## src/sv/shuffled_minstd_random_generator_core_macros.svh

```systemverilog
`ifndef SHUFFLED_MINSTD_RANDOM_GENERATOR_CORE_MACROS_SVH
`define SHUFFLED_MINSTD_RANDOM_GENERATOR_CORE_MACROS_SVH

// The consequent must hold in the same cycle as the antecedent.
`define SMRG_ASSERT_IMPL(label, clk, rst_n, ante, cons) \
    label: assert property (@(posedge clk) disable iff (!rst_n) (ante) |-> (cons)) \
        else $error("smrg assertion failed");

// The consequent must hold in the cycle after the antecedent.
`define SMRG_ASSERT_NEXT(label, clk, rst_n, ante, cons) \
    label: assert property (@(posedge clk) disable iff (!rst_n) (ante) |=> (cons)) \
        else $error("smrg assertion failed");

`endif

```

## src/sv/smrg_pkg.sv

```systemverilog
package smrg_pkg;

    localparam int unsigned VAL_W = 31;

    typedef logic [VAL_W-1:0] t_val;

    localparam t_val        LEHMER_MOD = 31'h7FFF_FFFF;
    localparam logic [14:0] LEHMER_MUL = 15'd16807;
    localparam t_val        CEIL_RESET = 31'd2147483389;
    localparam t_val        SEED_ONE   = 31'd1;

    typedef enum logic [2:0] {
        S_IDLE,
        S_WARM,
        S_SQUO,
        S_SFIX,
        S_DRAW,
        S_LOAD,
        S_FIX
    } t_state;

    typedef struct packed {
        logic seed_load;
        logic warm_step;
        logic draw;
        logic load_pick;
        logic quo_pick;
        logic fix_slot;
        logic out_load;
    } t_dp_cmd;

    typedef struct packed {
        logic cnt_zero;
        logic out_free;
    } t_dp_sts;

    // The product is folded once, since 2^31 is congruent to 1 modulo 2^31-1.
    function automatic t_val lehmer_next(input t_val x);
        logic [45:0] prod;
        logic [31:0] fold;
        prod = 46'(x) * 46'(LEHMER_MUL);
        fold = {1'b0, prod[30:0]} + 32'(prod[45:31]);
        if (fold >= 32'(LEHMER_MOD)) begin
            fold = fold - 32'(LEHMER_MOD);
        end
        return fold[30:0];
    endfunction

    function automatic t_val seed_fix(input t_val s);
        return ((s == '0) || (s == LEHMER_MOD)) ? SEED_ONE : s;
    endfunction

endpackage

```

## src/sv/smrg_ifs.sv

```systemverilog
interface smrg_req_if;
    import smrg_pkg::*;

    logic valid;
    logic ready;
    logic reseed;
    t_val seed_value;

    modport source (output valid, reseed, seed_value, input ready);
    modport sink (input valid, reseed, seed_value, output ready);
endinterface

interface smrg_rsp_if;
    import smrg_pkg::*;

    logic valid;
    logic ready;
    t_val random_value;

    modport source (output valid, random_value, input ready);
    modport sink (input valid, random_value, output ready);
endinterface

```

## src/sv/smrg_ctrl.sv

```systemverilog
`include "shuffled_minstd_random_generator_core_macros.svh"

module smrg_ctrl (
    input  logic           i_clk,
    input  logic           i_rst_n,
    input  logic           i_in_valid,
    input  logic           i_reseed,
    output logic           o_in_ready,
    output smrg_pkg::t_dp_cmd o_cmd,
    input  smrg_pkg::t_dp_sts i_sts
);
    import smrg_pkg::*;

    t_state r_fsm;
    t_state n_fsm;
    logic   r_seeded;
    logic   n_seeded;
    logic   need_seed;

    assign need_seed = i_reseed || !r_seeded;

    always_ff @(posedge i_clk) begin
        if (!i_rst_n) begin
            r_fsm    <= S_IDLE;
            r_seeded <= 1'b0;
        end else begin
            r_fsm    <= n_fsm;
            r_seeded <= n_seeded;
        end
    end

    always_comb begin
        n_fsm    = r_fsm;
        n_seeded = r_seeded;
        case (r_fsm)
            S_IDLE: begin
                if (i_in_valid) begin
                    if (need_seed) begin
                        n_fsm    = S_WARM;
                        n_seeded = 1'b1;
                    end else begin
                        n_fsm = S_LOAD;
                    end
                end
            end
            S_WARM: begin
                if (i_sts.cnt_zero) begin
                    n_fsm = S_SQUO;
                end
            end
            S_SQUO: n_fsm = S_SFIX;
            S_SFIX: n_fsm = S_DRAW;
            S_DRAW: n_fsm = S_LOAD;
            S_LOAD: n_fsm = S_FIX;
            S_FIX: begin
                if (i_sts.out_free) begin
                    n_fsm = S_IDLE;
                end
            end
            default: n_fsm = S_IDLE;
        endcase
    end

    always_comb begin
        o_in_ready = 1'b0;
        o_cmd      = '0;
        case (r_fsm)
            S_IDLE: begin
                o_in_ready      = 1'b1;
                o_cmd.seed_load = i_in_valid && need_seed;
                o_cmd.draw      = i_in_valid && !need_seed;
            end
            S_WARM: o_cmd.warm_step = 1'b1;
            S_SQUO: o_cmd.quo_pick  = 1'b1;
            S_SFIX: o_cmd.fix_slot  = 1'b1;
            S_DRAW: o_cmd.draw      = 1'b1;
            S_LOAD: o_cmd.load_pick = 1'b1;
            S_FIX: begin
                o_cmd.fix_slot = 1'b1;
                o_cmd.out_load = i_sts.out_free;
            end
            default: o_cmd = '0;
        endcase
    end

    `SMRG_ASSERT_NEXT(a_seed_first, i_clk, i_rst_n,
        (r_fsm == S_IDLE) && i_in_valid && !r_seeded, r_fsm == S_WARM)
    `SMRG_ASSERT_NEXT(a_warm_exit, i_clk, i_rst_n,
        (r_fsm == S_WARM) && i_sts.cnt_zero, r_fsm == S_SQUO)
    `SMRG_ASSERT_NEXT(a_fix_hold, i_clk, i_rst_n,
        (r_fsm == S_FIX) && !i_sts.out_free, r_fsm == S_FIX)

endmodule

```

## src/sv/smrg_datapath.sv

```systemverilog
`include "shuffled_minstd_random_generator_core_macros.svh"

module smrg_datapath #(
    parameter int unsigned TABLE_SIZE   = 32,
    parameter int unsigned WARMUP_EXTRA = 8
) (
    input  logic              i_clk,
    input  logic              i_rst_n,
    input  smrg_pkg::t_dp_cmd i_cmd,
    output smrg_pkg::t_dp_sts o_sts,
    input  logic              i_reseed,
    input  smrg_pkg::t_val    i_seed_value,
    input  logic              i_cfg_we,
    input  smrg_pkg::t_val    i_cfg_wdata,
    input  logic              i_out_ready,
    output logic              o_out_valid,
    output smrg_pkg::t_val    o_random_value
);
    import smrg_pkg::*;

    localparam int unsigned     SLOT_W   = $clog2(TABLE_SIZE);
    localparam int unsigned     CNT_W    = $clog2(TABLE_SIZE + WARMUP_EXTRA + 1);
    localparam longint unsigned SLOT_DIV = 64'd1 + 64'd2147483646 / TABLE_SIZE;
    localparam longint unsigned RECIP    = 64'h1_0000_0000 / SLOT_DIV;
    localparam int unsigned     RECIP_W  = $clog2(RECIP + 1);
    localparam int unsigned     QP_W     = VAL_W + RECIP_W;

    localparam logic [CNT_W-1:0] CNT_START = CNT_W'(TABLE_SIZE + WARMUP_EXTRA - 1);
    localparam logic [CNT_W-1:0] CNT_TABLE = CNT_W'(TABLE_SIZE);

    t_val              mem [TABLE_SIZE];
    t_val              r_lehmer;
    t_val              n_lehmer;
    logic [CNT_W-1:0]  r_cnt;
    logic [SLOT_W-1:0] r_slot;
    logic [SLOT_W-1:0] n_slot;
    t_val              r_rd;
    t_val              r_pick;
    logic [SLOT_W-1:0] r_q0;
    logic [SLOT_W-1:0] n_q0;
    t_val              r_ceiling;
    logic              r_out_valid;
    t_val              r_out_data;
    t_val              quo_src;
    logic [QP_W-1:0]   quo_prod;
    logic [31:0]       fix_prod;
    logic [31:0]       fix_rem;
    logic              mem_we;
    logic [SLOT_W-1:0] mem_waddr;
    t_val              seed_src;

    assign n_lehmer = lehmer_next(r_lehmer);
    assign seed_src = seed_fix(i_reseed ? i_seed_value : SEED_ONE);

    // The estimate from the reciprocal is the slot or one below it.
    assign quo_src  = i_cmd.load_pick ? r_rd : r_pick;
    assign quo_prod = QP_W'(quo_src) * QP_W'(RECIP);
    assign n_q0     = SLOT_W'(quo_prod >> 32);

    assign fix_prod = 32'(r_q0) * 32'(SLOT_DIV);
    assign fix_rem  = {1'b0, r_pick} - fix_prod;
    assign n_slot   = (fix_rem >= 32'(SLOT_DIV)) ? SLOT_W'(r_q0 + SLOT_W'(1)) : r_q0;

    assign mem_we    = i_cmd.draw || (i_cmd.warm_step && (r_cnt < CNT_TABLE));
    assign mem_waddr = i_cmd.warm_step ? r_cnt[SLOT_W-1:0] : r_slot;

    assign o_sts.cnt_zero = (r_cnt == '0);
    assign o_sts.out_free = !r_out_valid || i_out_ready;

    assign o_out_valid    = r_out_valid;
    assign o_random_value = r_out_data;

    always_ff @(posedge i_clk) begin
        if (!i_rst_n) begin
            r_ceiling   <= CEIL_RESET;
            r_out_valid <= 1'b0;
            r_cnt       <= '0;
            r_slot      <= '0;
        end else begin
            if (i_cfg_we) begin
                r_ceiling <= i_cfg_wdata;
            end
            if (i_cmd.out_load) begin
                r_out_valid <= 1'b1;
            end else if (i_out_ready) begin
                r_out_valid <= 1'b0;
            end
            if (i_cmd.seed_load) begin
                r_cnt <= CNT_START;
            end else if (i_cmd.warm_step) begin
                r_cnt <= r_cnt - CNT_W'(1);
            end
            if (i_cmd.fix_slot) begin
                r_slot <= n_slot;
            end
        end
    end

    always_ff @(posedge i_clk) begin
        if (i_cmd.seed_load) begin
            r_lehmer <= seed_src;
        end else if (i_cmd.warm_step || i_cmd.draw) begin
            r_lehmer <= n_lehmer;
        end
        if (i_cmd.warm_step && o_sts.cnt_zero) begin
            r_pick <= n_lehmer;
        end else if (i_cmd.load_pick) begin
            r_pick <= r_rd;
        end
        if (i_cmd.load_pick || i_cmd.quo_pick) begin
            r_q0 <= n_q0;
        end
        if (i_cmd.out_load) begin
            r_out_data <= (r_pick > r_ceiling) ? r_ceiling : r_pick;
        end
    end

    always_ff @(posedge i_clk) begin
        if (mem_we) begin
            mem[mem_waddr] <= n_lehmer;
        end
        if (i_cmd.draw) begin
            r_rd <= mem[r_slot];
        end
    end

    `SMRG_ASSERT_NEXT(a_lehmer_nonzero, i_clk, i_rst_n,
        i_cmd.warm_step || i_cmd.draw, r_lehmer != '0)

endmodule

```

## src/sv/shuffled_minstd_random_generator_core.sv

```systemverilog
// Shuffled minimal-standard random generator with a Bays-Durham table.
// Requests arrive on i_req (valid/ready) with reseed and seed_value; each
// transfer yields exactly one random_value on o_rsp (valid/ready).
// The ceiling register is written through i_cfg_we and i_cfg_wdata; the user
// must write it only while the block is idle, which the block does not enforce.
// Larger picks are returned as the ceiling. A draw reads the table, estimates
// the slot and corrects it, each one register stage; the result is loaded into
// the output register with the slot correction, which holds while the output
// register is full, and the next request is taken once the result is loaded.
// A seeding request (reseed high, or the first one after reset) first runs
// TABLE_SIZE + WARMUP_EXTRA generator steps, one per cycle, then derives the
// first slot with an estimate and a correction, and reads the table before
// the draw.
// Reset clears the control state and sets the ceiling to its default; the
// table holds nothing until the first seeding fills it.
// The result sits in an output register, so a new request can be taken while
// the receiver stalls; the following result then waits in the slot correction
// until the earlier result is transferred.
module shuffled_minstd_random_generator_core #(
    parameter int unsigned TABLE_SIZE   = 32,
    parameter int unsigned WARMUP_EXTRA = 8
) (
    input  logic           i_clk,
    input  logic           i_rst_n,
    smrg_req_if.sink       i_req,
    smrg_rsp_if.source     o_rsp,
    input  logic           i_cfg_we,
    input  smrg_pkg::t_val i_cfg_wdata
);
    import smrg_pkg::*;

    t_dp_cmd cmd;
    t_dp_sts sts;

    smrg_ctrl u_ctrl (
        .i_clk      (i_clk),
        .i_rst_n    (i_rst_n),
        .i_in_valid (i_req.valid),
        .i_reseed   (i_req.reseed),
        .o_in_ready (i_req.ready),
        .o_cmd      (cmd),
        .i_sts      (sts)
    );

    smrg_datapath #(
        .TABLE_SIZE   (TABLE_SIZE),
        .WARMUP_EXTRA (WARMUP_EXTRA)
    ) u_datapath (
        .i_clk          (i_clk),
        .i_rst_n        (i_rst_n),
        .i_cmd          (cmd),
        .o_sts          (sts),
        .i_reseed       (i_req.reseed),
        .i_seed_value   (i_req.seed_value),
        .i_cfg_we       (i_cfg_we),
        .i_cfg_wdata    (i_cfg_wdata),
        .i_out_ready    (o_rsp.ready),
        .o_out_valid    (o_rsp.valid),
        .o_random_value (o_rsp.random_value)
    );

endmodule
```

## src/flat_wrapper.sv

```systemverilog
// flat-port wrapper written by rule: the top's interface ports become plain ports
module shuffled_minstd_random_generator_core_flat import smrg_pkg::*;
#(
    parameter int unsigned TABLE_SIZE   = 32,
    parameter int unsigned WARMUP_EXTRA = 8
)
  (i_clk, i_rst_n, i_cfg_we, i_cfg_wdata, i_req_valid, i_req_reseed, i_req_seed_value, i_req_ready, o_rsp_valid, o_rsp_random_value, o_rsp_ready);
  smrg_req_if i_req_i ();
  smrg_rsp_if o_rsp_i ();
  input  logic i_clk;
  input  logic i_rst_n;
  input  logic i_cfg_we;
  input  smrg_pkg::t_val i_cfg_wdata;
  input wire logic [$bits(i_req_i.valid)-1:0] i_req_valid;
  input wire logic [$bits(i_req_i.reseed)-1:0] i_req_reseed;
  input wire logic [$bits(i_req_i.seed_value)-1:0] i_req_seed_value;
  output wire logic [$bits(i_req_i.ready)-1:0] i_req_ready;
  output wire logic [$bits(o_rsp_i.valid)-1:0] o_rsp_valid;
  output wire logic [$bits(o_rsp_i.random_value)-1:0] o_rsp_random_value;
  input wire logic [$bits(o_rsp_i.ready)-1:0] o_rsp_ready;
  assign i_req_i.valid = i_req_valid;
  assign i_req_i.reseed = i_req_reseed;
  assign i_req_i.seed_value = i_req_seed_value;
  assign i_req_ready = i_req_i.ready;
  assign o_rsp_valid = o_rsp_i.valid;
  assign o_rsp_random_value = o_rsp_i.random_value;
  assign o_rsp_i.ready = o_rsp_ready;
  shuffled_minstd_random_generator_core #(.TABLE_SIZE(TABLE_SIZE), .WARMUP_EXTRA(WARMUP_EXTRA)) u_core (.i_clk(i_clk), .i_rst_n(i_rst_n), .i_req(i_req_i), .o_rsp(o_rsp_i), .i_cfg_we(i_cfg_we), .i_cfg_wdata(i_cfg_wdata));
endmodule
```

## config.mk

```make
export PLATFORM = sky130hd
export DESIGN_NAME = shuffled_minstd_random_generator_core_flat
export DESIGN_NICKNAME = d
export VERILOG_FILES = /design/src/sv/smrg_pkg.sv /design/src/sv/smrg_ifs.sv /design/src/sv/smrg_ctrl.sv /design/src/sv/smrg_datapath.sv /design/src/sv/shuffled_minstd_random_generator_core.sv /design/src/flat_wrapper.sv
export VERILOG_INCLUDE_DIRS = /design/src /design/src/sv
export SDC_FILE = /design/constraint.sdc
export NUM_CORES = 2
export LEC_CHECK = 0
export BUFFER_PORTS_ARGS = -buffer_cell sky130_fd_sc_hd__buf_2
export CAP_MARGIN = 20
export CORE_MARGIN = 2
export CORE_UTILIZATION = 60
export CTS_CLUSTER_SIZE = 10
export DETAILED_ROUTE_END_ITERATION = 6
export GPL_TIMING_DRIVEN = 0
export PLACE_DENSITY = 0.78
export SYNTH_ARGS = -nofsm -noshare
export SYNTH_HDL_FRONTEND = slang
export SYNTH_SLANG_ARGS = --single-unit
```

## constraint.sdc

```tcl
create_clock -name i_clk -period 15.1 [get_ports i_clk]
set_input_delay 2.265 -clock i_clk [delete_from_list [all_inputs] [get_ports i_clk]]
set_output_delay 2.265 -clock i_clk [all_outputs]
set_load 0.02 [all_outputs]
```

==> run_results.csv <==
group,metric,value,unit
sta,max_slew_margin,11.4,%
clock_tree,root_buffer,"clkbuf_16",
synthesis,synth_xor_xnor_area_share,1.41,%
critical_path,worst-setup-path-type,"reg -> reg",
drt,finalWirelength,171,mm
drt,wl_met3,25.3,mm
clock_tree,cts_resized,0,
sta,tns,0,ns
synthesis,synth_compound_gate_area_share,4.40,%
synthesis,syn_area_per_cell,16.7,µm²
floorplanning,ios,101,
synthesis,synth_seq_cells,1168,
sta,hold_viol_final,0,
synthesis,synth_top_cell_by_area,"edfxtp_1",
sta,hold_ws,0.498,ns
run_status,status,"complete, but fails checks",
synthesis,synth_nets,3756,
drt,ant_nets,0,
synthesis,synth_top_family_by_area,"multiplexers",
synthesis,ys_types,82,
critical_path,endpoint_kind,"flop",
floorplanning,row_count,111,
drt,wl_met2,76.7,mm
worst_hold_path,hold_depth,2,
drt,wl_met1,57.9,mm
critical_path,critPathMaxStageDelay,0.82,ns
finish,fillers,5539,
critical_path,start_kind,"flop",
floorplanning,die_w,308,µm
finish,final_area,63100,µm²
synthesis,synth_edf_count,1116,
critical_path,required,15.38,ns
synthesis,ys.flop_type,"edfxtp_1",
drt,wl_per_cell,35.1,µm
critical_path,cp_max_fo,32,
critical_path,setup.worst_path.start,"u_core.u_datapath.r_lehmer[16]",
drt,drt-pass1-iter-count,7,
synthesis,seq_area_frac_synth,62.4,%
floorplanning,start_util,60.5,%
synthesis,synth.area.top_cells,"edfxtp_1, mux4_2, ha_1",
placed_design,globalplace.congestion,0.944,
synthesis,synthMuxAreaShare,14.1,%
sta,worst_slew_pin_slew,1.33,ns
drt,detail_route.vias_per_cell,7.05,
critical_path,arrival,13.43,ns
clock_tree,cts_buffer_depth,3,
worst_hold_path,hold_class,"reg -> reg",
synthesis,synth_most_common_cell,"edfxtp_1",
clock_tree,h-tree-depth,4,
clock_tree,cts_made_buffers,135,
synthesis,yosys_warnings,0,
clock_tree,hold_buffers,0,
global_route,grt_max_degree,33,
drt,top_layer_used,"met5",
critical_path,slowest_stage,"mux2i_1",
synthesis,synth_top_area_share,60.5,%
synthesis,synthCells,3312,
placed_design,dp_hpwl,102,mm
worst_hold_path,hold_path_end,"u_core.u_ctrl.r_seeded",
sta,layout_min_cycle_time,13.15,ns
global_route,grt_pass1_vias,33500,
critical_path,ff2ff_setup_slack,1.95,ns
clock_tree,clk_pin_slew,0.05,ns
clock_tree,cts_tree,"done",
clock_tree,insertion_delay,0.76,ns
placed_design,io_buffers,98,
clock_tree,cts_sinks,1168,
critical_path,timing.rr.start,"u_core.u_datapath.r_lehmer[16]",
synthesis,synth_commonest_cells,"edfxtp_1, inv_1, mux4_2",
synthesis,synthArstFlopShare,0,%
sta,fin_crit_sh,87.1,%
run_status,violations,"DRC",
sta,finalSetupViolations,0,
critical_path,reg2reg_depth,41,
floorplanning,die_h,308,µm
job,drv_cap,0,
clock_tree,cts_setup_buffers,0,
global_route,grt_overflow,0,
sta,finClkSkew,0.0494,ns
synthesis,synth_area,55400,µm²
synthesis,yosys.area_share.simple,4.14,%
worst_hold_path,min_from,"u_core.u_ctrl.r_seeded",
placed_design,placement.cell_area,58800,µm²
floorplanning,core-area,91500,µm²
drt,drc,30,
drt,num_vias,34400,
drt,dr.first_iter.drc_count,6087,
global_route,antenna_found_initial,14,
global_route,grt_pass1_wl,236,mm
sta,fmax,76.0,MHz
finish,nets,4076,
floorplanning,die_area,94800,µm²
synthesis,synth-adder-area-share,10.3,%
finish,area_growth,13.9,%
sta,finalMaxSlewViolations,0,
global_route,grt_usage,35.6,%
critical_path,reg2reg_to,"u_core.u_datapath.mem[27][1]",
sta,rsz0062_at_grt,"no",
finish,drive_gt1_share,21.5,%
## logic make-up (layout without fill, tap and decap cells)
logic type / after synthesis / in the layout
xor gates and xnor gates: 89 / 89
AOI/OAI and AO/OA: 361 / 361
muxes: 386 / 386
and+or+nand+nor: 464 / 464
buffers and inverters: 468 / 831
adders and majority gates: 376 / 376
DFF: 1168 / 1168
other: 0 / 13
## per-layer routing
metal	track usage, %	up-vias
li1	-	13400
met1	47.3	16900
met2	53.6	3326
met3	10.4	736
met4	19.5	6
met5	0	-
## area by class of cell
class                           count  area [µm²]  area share [%]
Antenna cell                       13        32.5          0.0515
Buffer                            127         504           0.799
Clock buffer                      172        3640            5.77
Clock inverter                      8         133           0.210
Inverter                          341        1280            2.03
Multi-Input combinational cell   1676       19400            30.7
Sequential cell                  1168       34600            54.7
Tap cell                         1186        1480            2.35
Timing Repair Buffer              183        2120            3.36
## metrics by stage
step / util [%] / instances / worst slack, ns
finish: 69.0 / 4874 / 1.95
global route: 68.9 / 4862 / 1.36
CTS: 68.4 / 4831 / 2.00
detailed placement: 64.2 / 4651 / 2.22
global placement: 62.7 / 4596 / 1.39
floorplan: - / 3312 / 4.52
## worst max-delay path by stage
stage	endpoint	slack [ns]	cells after the start
3_3_place_gp	u_core.u_datapath.mem[5][2]	1.39	39
4_1_cts	u_core.u_datapath.mem[21][6]	2.00	41
6_report	u_core.u_datapath.mem[27][1]	1.95	41
3_5_place_dp	u_core.u_datapath.mem[14][6]	2.22	41
5_1_grt	u_core.u_datapath.mem[26][1]	1.36	41
2_1_floorplan	u_core.u_datapath.mem[0][2]	4.52	40
## cells in the final DEF, fill, tap and decap left out, drive strengths merged, types with 7 or more instances in the layout
cell    instances
a211oi         16
a21boi          8
a21o           30
a21oi          81
a22o           11
a32o            8
and2           25
and3           11
buf           210
clkbuf        272
dfxtp          52
diode          13
edfxtp       1116
fa            135
ha            241
inv           344
mux2           64
mux2i          11
mux4          311
nand2         164
nand2b         12
nand3          44
nand3b          8
nand4          24
nor2           82
nor2b          18
nor3           26
nor4           13
o211ai         41
o21a           23
o21ai          87
o21bai          8
or2             9
or3             8
or4             7
xnor2          59
xor2           30
## flip-flops by register name, summed over array words and instances (netlist names)
register                          flops
u_core.u_ctrl.r_fsm                   3
u_core.u_datapath.r_rd               31
u_core.u_datapath.r_pick             31
u_core.u_ctrl.r_seeded                1
u_core.u_datapath.o_out_valid         1
u_core.u_datapath.r_lehmer           31
u_core.u_datapath.r_cnt               6
u_core.u_datapath.r_q0                5
u_core.u_datapath.mem               992
u_core.u_datapath.o_random_value     31
u_core.u_datapath.r_slot              5
u_core.u_datapath.r_ceiling          31
## critical path: cells and delay by family, from the launching register on
family | cells | cell delay, ns
compound gates | 17 | 3.94
xor+xnor | 1 | 0.37
fa+ha+maj | 8 | 3.48
buf+inv | 8 | 1.88
flops | 1 | 0.59
mux | 1 | 0.82
simple gates | 6 | 1.58
Power is not shown: default switching activity piles up to over one toggle a cycle in this logic, so the estimate is an artifact.
